[config.mk]
export PLATFORM = sky130hd
export DESIGN_NAME = ddo_ctrl
export DESIGN_NICKNAME = d
export VERILOG_FILES = /design/src/hw/rtl/diff_drive_odometry_assert.svh /design/src/hw/rtl/ddo_pkg.sv /design/src/hw/rtl/ddo_ctrl.sv
export SDC_FILE = /design/constraint.sdc
export NUM_CORES = 1
export LEC_CHECK = 0
export BUFFER_PORTS_ARGS = -buffer_cell sky130_fd_sc_hd__buf_2
export CORE_MARGIN = 4
export CORE_UTILIZATION = 55
export CTS_BUF_LIST = sky130_fd_sc_hd__clkbuf_8
export DETAILED_ROUTE_END_ITERATION = 6
export MAX_ROUTING_LAYER = met4
export PLACE_DENSITY = 0.75
export SYNTH_ARGS = -nofsm -noshare
export SYNTH_HDL_FRONTEND = slang
export SYNTH_SLANG_ARGS = --single-unit
[constraint.sdc]
create_clock -name clk -period 3.5 [get_ports clk]
set_input_delay 0.7 -clock clk [delete_from_list [all_inputs] [get_ports clk]]
set_output_delay 0.7 -clock clk [all_outputs]
set_load 0.005 [all_outputs]
[src/hw/rtl/diff_drive_odometry_assert.svh]
// Assertion macros for the wheel odometry block.
`ifndef DIFF_DRIVE_ODOMETRY_ASSERT_SVH
`define DIFF_DRIVE_ODOMETRY_ASSERT_SVH
`ifndef SYNTHESIS
`define DDO_ASSERT_IMP(name, pre, post) \
  name: assert property (@(posedge clk) disable iff (!rst_n) (pre) |-> (post)) \
    else $error("ddo assertion failed");
`define DDO_ASSERT_NXT(name, pre, post) \
  name: assert property (@(posedge clk) disable iff (!rst_n) (pre) |=> (post)) \
    else $error("ddo assertion failed");
`else
`define DDO_ASSERT_IMP(name, pre, post)
`define DDO_ASSERT_NXT(name, pre, post)
`endif
`endif

[src/hw/rtl/ddo_pkg.sv]
// Shared types, constants and the step program of the wheel odometry block.
package ddo_pkg;

  localparam int PC_W = 7;
  localparam int CFG_IDX_W = 2;

  localparam logic [CFG_IDX_W-1:0] REG_FEET_PER_COUNT  = 2'd0;
  localparam logic [CFG_IDX_W-1:0] REG_INV_TRACK_WIDTH = 2'd1;
  localparam logic [CFG_IDX_W-1:0] REG_RATE            = 2'd2;

  localparam logic [31:0] FEET_PER_COUNT_RESET  = 32'd1200000;
  localparam logic [31:0] INV_TRACK_WIDTH_RESET = 32'd33554432;
  localparam logic [12:0] SAMPLE_RATE_RESET     = 13'd100;

  localparam logic signed [31:0] TWO_PI_WRAP     = 32'sd1686629362;
  localparam logic signed [31:0] HEADING_RESET   = -32'sd421657341;
  localparam logic signed [33:0] PI_Q28          = 34'sd843314857;
  localparam logic signed [33:0] TWO_PI_Q28      = 34'sd1686629713;
  localparam logic signed [33:0] HALF_PI_Q28     = 34'sd421657428;
  localparam logic signed [33:0] CORDIC_GAIN_Q30 = 34'sd652032874;
  localparam logic signed [32:0] FT_TO_M_Q30     = 33'sd327276508;

  typedef enum logic [5:0] {
    OP_NOP, OP_LOAD, OP_DL, OP_DR, OP_DRW, OP_SUM, OP_ABS, OP_TPH, OP_TPL,
    OP_TFIN, OP_TSGN, OP_CLD_INC, OP_CLD_HW, OP_CLD_Q, OP_CFOLD, OP_CITER,
    OP_CEND_INC, OP_CEND_HW, OP_CEND_Q, OP_CLAMP, OP_SET_XR, OP_SET_YR,
    OP_SET_XSA, OP_SET_YCA, OP_SET_YSA, OP_SET_XCA, OP_MQ_HI, OP_MQ_LO,
    OP_MQ_FIN, OP_DY, OP_POSE, OP_SET_PX, OP_SET_PY, OP_SET_CV, OP_V_HI,
    OP_V_LO, OP_V_FIN, OP_A_MUL, OP_A_FIN, OP_EMIT
  } op_t;

  typedef struct packed {
    op_t op;
  } cmd_t;

  typedef struct packed {
    logic citer_last;
  } sts_t;

  function automatic logic [29:0] atan_q30(input logic [4:0] i);
    logic [29:0] r;
    case (i)
      5'd0: r = 30'd843314857;
      5'd1: r = 30'd497837829;
      5'd2: r = 30'd263043837;
      5'd3: r = 30'd133525159;
      5'd4: r = 30'd67021687;
      5'd5: r = 30'd33543516;
      5'd6: r = 30'd16775851;
      5'd7: r = 30'd8388437;
      5'd8: r = 30'd4194283;
      5'd9: r = 30'd2097149;
      5'd31: r = '0;
      default: r = 30'(32'd1 << (5'd30 - i));
    endcase
    return r;
  endfunction

  function automatic op_t prog_op(input logic [PC_W-1:0] pc);
    op_t r;
    case (pc)
      7'd0: r = OP_DL;
      7'd1: r = OP_DR;
      7'd2: r = OP_DRW;
      7'd3: r = OP_SUM;
      7'd4: r = OP_ABS;
      7'd5: r = OP_TPH;
      7'd6: r = OP_TPL;
      7'd7: r = OP_TFIN;
      7'd8: r = OP_TSGN;
      7'd9: r = OP_CLD_INC;
      7'd10, 7'd14, 7'd45: r = OP_CFOLD;
      7'd11, 7'd15, 7'd46: r = OP_CITER;
      7'd12: r = OP_CEND_INC;
      7'd13: r = OP_CLD_HW;
      7'd16: r = OP_CEND_HW;
      7'd17: r = OP_CLAMP;
      7'd18: r = OP_SET_XR;
      7'd22: r = OP_SET_YR;
      7'd26: r = OP_SET_XSA;
      7'd30: r = OP_SET_YCA;
      7'd34: r = OP_SET_YSA;
      7'd38: r = OP_SET_XCA;
      7'd19, 7'd23, 7'd27, 7'd31, 7'd35, 7'd39, 7'd49, 7'd53, 7'd57: r = OP_MQ_HI;
      7'd20, 7'd24, 7'd28, 7'd32, 7'd36, 7'd40, 7'd50, 7'd54, 7'd58: r = OP_MQ_LO;
      7'd21, 7'd25, 7'd29, 7'd33, 7'd37, 7'd41, 7'd51, 7'd55, 7'd59: r = OP_MQ_FIN;
      7'd42: r = OP_DY;
      7'd43: r = OP_POSE;
      7'd44: r = OP_CLD_Q;
      7'd47: r = OP_CEND_Q;
      7'd48: r = OP_SET_PX;
      7'd52: r = OP_SET_PY;
      7'd56: r = OP_SET_CV;
      7'd60: r = OP_V_HI;
      7'd61: r = OP_V_LO;
      7'd62: r = OP_V_FIN;
      7'd63: r = OP_A_MUL;
      7'd64: r = OP_A_FIN;
      default: r = OP_EMIT;
    endcase
    return r;
  endfunction

endpackage

[src/hw/rtl/ddo_ctrl.sv]
// Sequencer that steps the odometry datapath through its program.
module ddo_ctrl import ddo_pkg::*; (
  input  logic clk,
  input  logic rst_n,
  input  logic in_valid,
  output logic in_ready,
  output logic out_valid,
  input  logic out_ready,
  input  sts_t sts,
  output cmd_t cmd
);

  typedef enum logic {S_IDLE, S_RUN} state_t;

  state_t          state_r, state_nxt;
  logic [PC_W-1:0] pc_r, pc_nxt;
  logic            out_valid_r, out_valid_nxt;
  op_t             cur_op;

  always_comb begin
    cur_op        = prog_op(pc_r);
    state_nxt     = state_r;
    pc_nxt        = pc_r;
    out_valid_nxt = out_valid_r && !out_ready;
    cmd.op        = OP_NOP;
    case (state_r)
      S_IDLE: begin
        if (in_valid) begin
          cmd.op    = OP_LOAD;
          pc_nxt    = '0;
          state_nxt = S_RUN;
        end
      end
      S_RUN: begin
        if (cur_op == OP_EMIT) begin
          if (!out_valid_r || out_ready) begin
            cmd.op        = OP_EMIT;
            out_valid_nxt = 1'b1;
            state_nxt     = S_IDLE;
          end
        end else begin
          cmd.op = cur_op;
          if (cur_op != OP_CITER || sts.citer_last) begin
            pc_nxt = pc_r + 1'b1;
          end
        end
      end
      default: state_nxt = S_IDLE;
    endcase
  end

  always_ff @(posedge clk) begin
    if (!rst_n) begin
      state_r     <= S_IDLE;
      pc_r        <= '0;
      out_valid_r <= 1'b0;
    end else begin
      state_r     <= state_nxt;
      pc_r        <= pc_nxt;
      out_valid_r <= out_valid_nxt;
    end
  end

  assign in_ready  = (state_r == S_IDLE);
  assign out_valid = out_valid_r;

endmodule

==> results of run 1 <==
[Yosys cell counts, types with 2 or more instances]
cell      count
inv_1         7
nand4_1       3
and2_1       10
a21oi_1      11
nor3_1        5
nand2b_1      2
or2_2         3
and3_1        2
a31oi_1       2
nand2_1      21
dfxtp_1      15
o21a_1        2
o31ai_1       2
and4b_1       2
o311a_1       4
o21ai_0      10
o22ai_1       3
buf_2         2
clkbuf_1      6
o21ai_1       2
a211oi_1      5
mux2i_1       2
ha_1         10
nor2_1       14
[power by group through the flow]
| stage | Combinational [mW] | Sequential [mW] | Clock (mW) |
|---|---|---|---|
| 2_1_floorplan | 0.0573 | 0.183 | 0 |
| 3_3_place_gp | 0.0727 | 0.186 | 0 |
| 3_5_place_dp | 0.0748 | 0.187 | 0 |
| 4_1_cts | 0.0757 | 0.183 | 0.138 |
| 5_1_grt | 0.0875 | 0.184 | 0.147 |
| 6_report | 0.0776 | 0.183 | 0.134 |
[stage by stage]
stage | total power [mW] | worst slack [ns] | instances
after floorplan | 0.240 | 0.689 | 174
after global placement | 0.259 | 0.507 | 208
after detailed placement | 0.261 | 0.362 | 208
after CTS | 0.396 | 0.617 | 212
after global routing | 0.419 | 0.421 | 212
final | 0.395 | 0.541 | 212
[cell type report]
type / instances / area share
clock buffer: 3 / 0.0283
clock inverter: 1 / 0.00343
inverter: 8 / 0.0240
multi-input combinational: 142 / 0.658
sequential: 15 / 0.206
tap: 28 / 0.0240
timing repair buffer: 15 / 0.0566
[flip-flops by register name, indices dropped and copies added (netlist names)]
signal,flops
pc_r,7
state_r,1
out_valid,1
cur_op,6
[worst reg2reg max path: stages (launching register included)]
cell     delay (ns)
dfxtp_1        0.49
inv_1          0.18
nor3_1         0.24
o32a_1         0.28
and2_1         0.36
inv_1          0.18
ha_1           0.28
nor2_1         0.18
o311a_1        0.22
nor4_2         0.05
o31a_1         0.27
[cell families (layout without fill, tap and decap cells)]
kind of cell | count (synthesis) | count (layout) | share of synthesized area
xor gates and xnor gates | 1 | 1 | 0.00654
DFF | 15 | 15 | 0.224
muxes | 3 | 3 | 0.0234
buffers and inverters | 17 | 27 | 0.0589
adders and majority gates | 10 | 10 | 0.0935
AOI/OAI and AO/OA | 55 | 55 | 0.288
and+or+nand+nor | 73 | 73 | 0.306
[how the worst max path moves through the flow]
| stage | start | end | slack [ns] | cells past startpoint |
|---|---|---|---|---|
| floorplan | sts | cur_op[0]$_DFF_P_ | 0.69 | 11 |
| detailed placement | sts | cur_op[0]$_DFF_P_ | 0.36 | 11 |
| finish | sts | cur_op[0]$_DFF_P_ | 0.54 | 11 |
| global placement | sts | cur_op[0]$_DFF_P_ | 0.51 | 11 |
| CTS | sts | cur_op[0]$_DFF_P_ | 0.62 | 11 |
| global route | sts | cur_op[2]$_SDFF_PP1_ | 0.42 | 10 |
[per-layer routing]
metal / GRT usage / wire (um) / up-vias / part of all wire
li1: - / - / 658 / -
met1: 0.289 / 1440 / 644 / 0.41
met2: 0.380 / 1630 / 85 / 0.47
met3: 0.0498 / 347 / 12 / 0.099
met4: 0.0728 / 76 / 0 / 0.022
met5: - / 0 / - / 0
==> metrics.txt, run 1 <==
status=finished, final reports clean; internal power=0.286 mW; Via density=approximately 6.6; Reg clk slew, reported paths=~0.06 ns; Yosys top cell area share=0.224; syn_area_per_cell=7.69 um2; post-synth top area cell=dfxtp_1; CP bufs+invs=2; fin nets=200; Clk pwr share=0.340; residual DRC count=0; WHS Endpoint=out_valid$_SDFF_PN0_; Synth Flop Type=dfxtp_1; Clock Latency Late Sink=about 0.25 ns; Unique masters post-synth=53; initial antenna violation count=0; maxcap violations=0; relative slew slack=0.704; reg2reg end=cur_op[0]$_DFF_P_; Area growth syn-to-layout=8.97%; startpoint types=input port; Design Area, Final=1460 um2; Slowest cell on crit path=and2_1; most frequent cells in the layout=nand2_1, dfxtp_1, nor2_1, buf_2, a21oi_1; register area share after synthesis=0.224; row count=17; I/O pin count=13; synth top area cells=dfxtp_1, ha_1, nand2_1; Congestion Overflow GR=0; worst path cell trace=buf_2 > nor3b_4 > o211a_4 > o32a_1 > and2_1 > inv_1 > ha_1 > nor2_1 > o311a_1 > nor4_2 > o31a_1; YS warnings=0; sequential power share=0.463; Placed Area=1410 um2; Resize count post-CTS=0; reg2reg start=state_r$_SDFF_PN0_; layout cell share with drive strength beyond 1=0.179; Finished Core Util=0.647; GP Congestion=0.939; largest net degree at the start of global routing=15; IO Port Bufs=12; Worst Hold Slack=0.672 ns; setup tns final=0 ns; Reg2Reg Depth=10; Async S/R FF share, synth=0; commonest non-fill, non-tap cell in the layout=nand2_1; Post-Route Skew=0.00444 ns; TritonCTS clock tree=yes; cell count after synthesis=174; first-pass GRT wire length=5980 um; Power per Cell Area=~270 nW/um2; worst path required time=approximately 3.6 ns; hpwl dp=approximately 2600 um; Slowest Stage Delay on Critical Path=0.36 ns; starting density of the core=0.594; Net Sw Power=0.109 mW; register area=300 um2; kind of critical path=in2reg; iteration-0 DRC count of the detailed router=between 60 and 70; H-Tree Depth=1; routed length per instance=approximately 16 um; crit path max fanout=8; die height=approximately 57 um; sw frac=0.276; CTS root buffer=clkbuf_8; n_diodes=0; Net Count, Synth=189; drt pass-1 iters=5; min Tclk post-route=about 3 ns; Worst EP arrival=3.09 ns; period utilisation layout=0.845; HP Class=reg2reg; vias in the first global route=1313; Global Route Usage Sum=0.234; Multi-input gate area=960 um2; antenna viol nets, final=0; Hold Violations, Final=0; number of fillers in the final layout=202; leakage=0.670 nW; R2R setup slack=0.64 ns; total wire length=3490 um; clock sinks=15; CTS max path bufs=2; Peak VDD IR=around 270 uV; Setup Buffers After CTS=0; RSZ-0062 raised after global routing=false; CTS buffer count=3; number of flops mapped to enable cells by yosys=0; delay-heaviest family, CP=compound AO/OA/AOI/OAI gates; full die area=3290 um2; Least-Margin Pin Slew=0.442 ns; hold_sp=out_valid$_SDFF_PN0_; Die W=~57 um; hold path cells=2; Hold-fix buffers, CTS=0; combinational share of power=0.196; Mapped Area=1340 um2; routed vias=around 1400; final setup fails=0; Worst Setup End Kind=flip-flop; Placeable Area=around 2300 um2; final count of pins violating max slew=0; fmax=338 MHz; Yosys reg bits=15
Power figures use the tool's default switching activity.
==> run 2: changes to the inputs <==
clock period = 2.95 ns   (was 3.5 ns; I/O delays follow)
==> run 2 against run 1 <==
Compared with the run above:
- sequential power is 19% higher
- worst hold slack got worse by 0.027 ns
- register-to-register slack worse by 0.27 ns
- die area is the same
- critical endpoint unchanged
==> metrics.txt, run 2 (synthesis gave the netlist of run 1 again) <==
Clock Latency Late Sink=0.25 ns (about the same); period utilisation layout=0.873; largest net degree at the start of global routing=15 (unchanged); antenna viol nets, final=0 (unchanged); routed vias=1363 (was 1399); kind of critical path=reg2reg (was in2reg); hold_sp=rst_n (was out_valid$_SDFF_PN0_); CTS buffer count=3 (unchanged); routed length per instance=15.6 um (was 16.5 um); starting density of the core=0.594 (unchanged); final setup fails=0 (unchanged); maxcap violations=0 (unchanged); Cells after DPL=212 (was 208); WP depth=10 (was 11); vias in the first global route=1295 (was 1313); R2R setup slack=0.37 ns (was 0.64 ns); HP Class=in2reg (was reg2reg); total wire length=3380 um (was 3490 um); Clk pwr share=0.350 (was 0.340); reg2reg start=cur_op[3]$_SDFF_PP0_ (was state_r$_SDFF_PN0_); Die W=57.3 um (unchanged); n_diodes=0 (unchanged); worst path cell trace=nor3b_4 > nor3_1 > o32a_1 > and2_1 > inv_1 > ha_1 > nor2_1 > o311a_1 > nor4_2 > o31a_1 (was buf_2 > nor3b_4 > o211a_4 > o32a_1 > and2_1 > inv_1 > ha_1 > nor2_1 > o311a_1 > nor4_2 > o31a_1); RSZ-0062 raised after global routing=false (unchanged); residual DRC count=0 (unchanged); Placeable Area=2250 um2 (unchanged); Slowest Stage Delay on Critical Path=0.41 ns (was 0.36 ns); TritonCTS clock tree=yes (unchanged); relative slew slack=0.705 (was 0.704); Top reg by flops=pc_r (unchanged); Global Route Usage Sum=0.224 (was 0.234); Worst Setup End Kind=flip-flop (unchanged); first-pass GRT wire length=5710 um (was 5980 um); leakage=0.685 nW (was 0.670 nW); I/O pin count=13 (unchanged); Area growth syn-to-layout=11.4% (was 8.97%); iteration-0 DRC count of the detailed router=51 (was 66); Net Sw Power=0.136 mW (was 0.109 mW); min Tclk post-route=2.58 ns; H-Tree Depth=1 (unchanged); final count of pins violating max slew=0 (unchanged); layout cell share with drive strength beyond 1=0.197 (was 0.179); most frequent cells in the layout=nand2_1, dfxtp_1, nor2_1, buf_2, a21oi_1 (unchanged); Finished Layout Cells=216 (was 212); reg2reg end=cur_op[0]$_DFF_P_ (unchanged); fin nets=204 (was 200); row count=17 (unchanged); IO Port Bufs=12 (unchanged); Hold-fix buffers, CTS=0 (unchanged); crit path max fanout=5 (was 8); full die area=3290 um2 (unchanged); Via density=6.31 (was 6.60); Slowest cell on crit path=dfxtp_1 (was and2_1); WHS Endpoint=state_r$_SDFF_PN0_ (was out_valid$_SDFF_PN0_); Setup Buffers After CTS=0 (unchanged); combinational share of power=0.199 (was 0.196); hpwl dp=2600 um (was 2620 um); internal power=0.345 mW (was 0.286 mW); hold path cells=2 (unchanged); Congestion Overflow GR=0 (unchanged); max FFs per register=7 (unchanged); die height=57.3 um (unchanged); fmax=388 MHz; CTS root buffer=clkbuf_8 (unchanged); Reg2Reg Depth=10 (unchanged); sequential power share=0.452 (was 0.463); GP Congestion=1.01 (was 0.939); Reg clk slew, reported paths=0.06 ns (about the same); delay-heaviest family, CP=simple AND/OR/NAND/NOR gates (was compound AO/OA/AOI/OAI gates); setup tns final=0 ns (unchanged); clock sinks=15 (unchanged); worst path required time=3.15 ns (was 3.63 ns); CP bufs+invs=1 (was 2); Resize count post-CTS=0 (unchanged); Worst EP arrival=2.77 ns (was 3.09 ns); drt pass-1 iters=4 (was 5); status=finished, final reports clean (unchanged); Least-Margin Pin Slew=0.440 ns (was 0.442 ns); Power per Cell Area=323 nW/um2 (was 271 nW/um2); initial antenna violation count=0 (unchanged); commonest non-fill, non-tap cell in the layout=nand2_1 (unchanged); sw frac=0.282 (was 0.276); Post-Route Skew=0.00615 ns (was 0.00444 ns); CTS max path bufs=2 (unchanged); Peak VDD IR=369 uV (was 271 uV); startpoint types=flip-flop (was input port); Hold Violations, Final=0 (unchanged); Finished Core Util=0.661 (was 0.647)
-- run 2: cell count changes in the layout (fill, tap and decap cells not counted), sizes merged --
cell      before  now
buf           15   19
clkinv         2    1
clkinvlp       0    1
-- run 2: cell type report --
type	instances	area, um2
tap	28	35.0
sequential	15	300
timing repair buffer	19	113
inverter	8	35.0
clock buffer	3	41.3
clock inverter	1	7.51
multi-input combinational	142	960
fill	208	763
-- run 2: how the worst max path moves through the flow --
stage / from / end / slack, ns
2_1_floorplan: sts / cur_op[0]$_DFF_P_ / 0.25
3_3_place_gp: sts / cur_op[1]$_SDFF_PP1_ / 0.16
3_5_place_dp: sts / cur_op[0]$_DFF_P_ / 0.12
4_1_cts: cur_op[3]$_SDFF_PP0_ / cur_op[0]$_DFF_P_ / 0.36
5_1_grt: cur_op[3]$_SDFF_PP0_ / cur_op[2]$_SDFF_PP1_ / 0.17
6_report: cur_op[3]$_SDFF_PP0_ / cur_op[0]$_DFF_P_ / 0.37
-- run 2: routing by layer --
| metal | wire length (um) | up-vias | part of all wire | track usage |
|---|---|---|---|---|
| met5 | 0 | - | 0 | - |
| met4 | 89 | 0 | 0.026 | 0.0960 |
| met3 | 326 | 14 | 0.097 | 0.0520 |
| met2 | 1570 | 77 | 0.47 | 0.359 |
| met1 | 1390 | 601 | 0.41 | 0.268 |
| li1 | - | 671 | - | - |
-- run 2: worst reg2reg max path, delay by kind of cell, from the launching register on --
family / cells / cell delay [ns]
AO/OA/AOI/OAI: 3 / 0.83
adder cells (fa/ha/maj): 1 / 0.22
buffers and inverters: 1 / 0.16
flip-flops: 1 / 0.41
AND/OR/NAND/NOR: 5 / 0.90
-- run 2: per-stage QoR --
step | worst slack (ns) | hold WS [ns] | power [mW] | area (um2)
final | 0.373 | 0.646 | 0.481 | 1490
after detailed placement | 0.118 | 0.630 | 0.315 | 1440
after floorplan | 0.249 | 0.537 | 0.285 | 1340
after global routing | 0.165 | 0.651 | 0.507 | 1490
after global placement | 0.164 | 0.640 | 0.312 | 1440
after CTS | 0.365 | 0.640 | 0.484 | 1490
-- run 2: power by group through the flow --
stage / logic [mW] / registers, mW / clock network, mW
final: 0.0956 / 0.217 / 0.168
after global routing: 0.107 / 0.218 / 0.182
after CTS: 0.0943 / 0.217 / 0.173
after detailed placement: 0.0934 / 0.222 / 0
after global placement: 0.0913 / 0.221 / 0
after floorplan: 0.0680 / 0.217 / 0
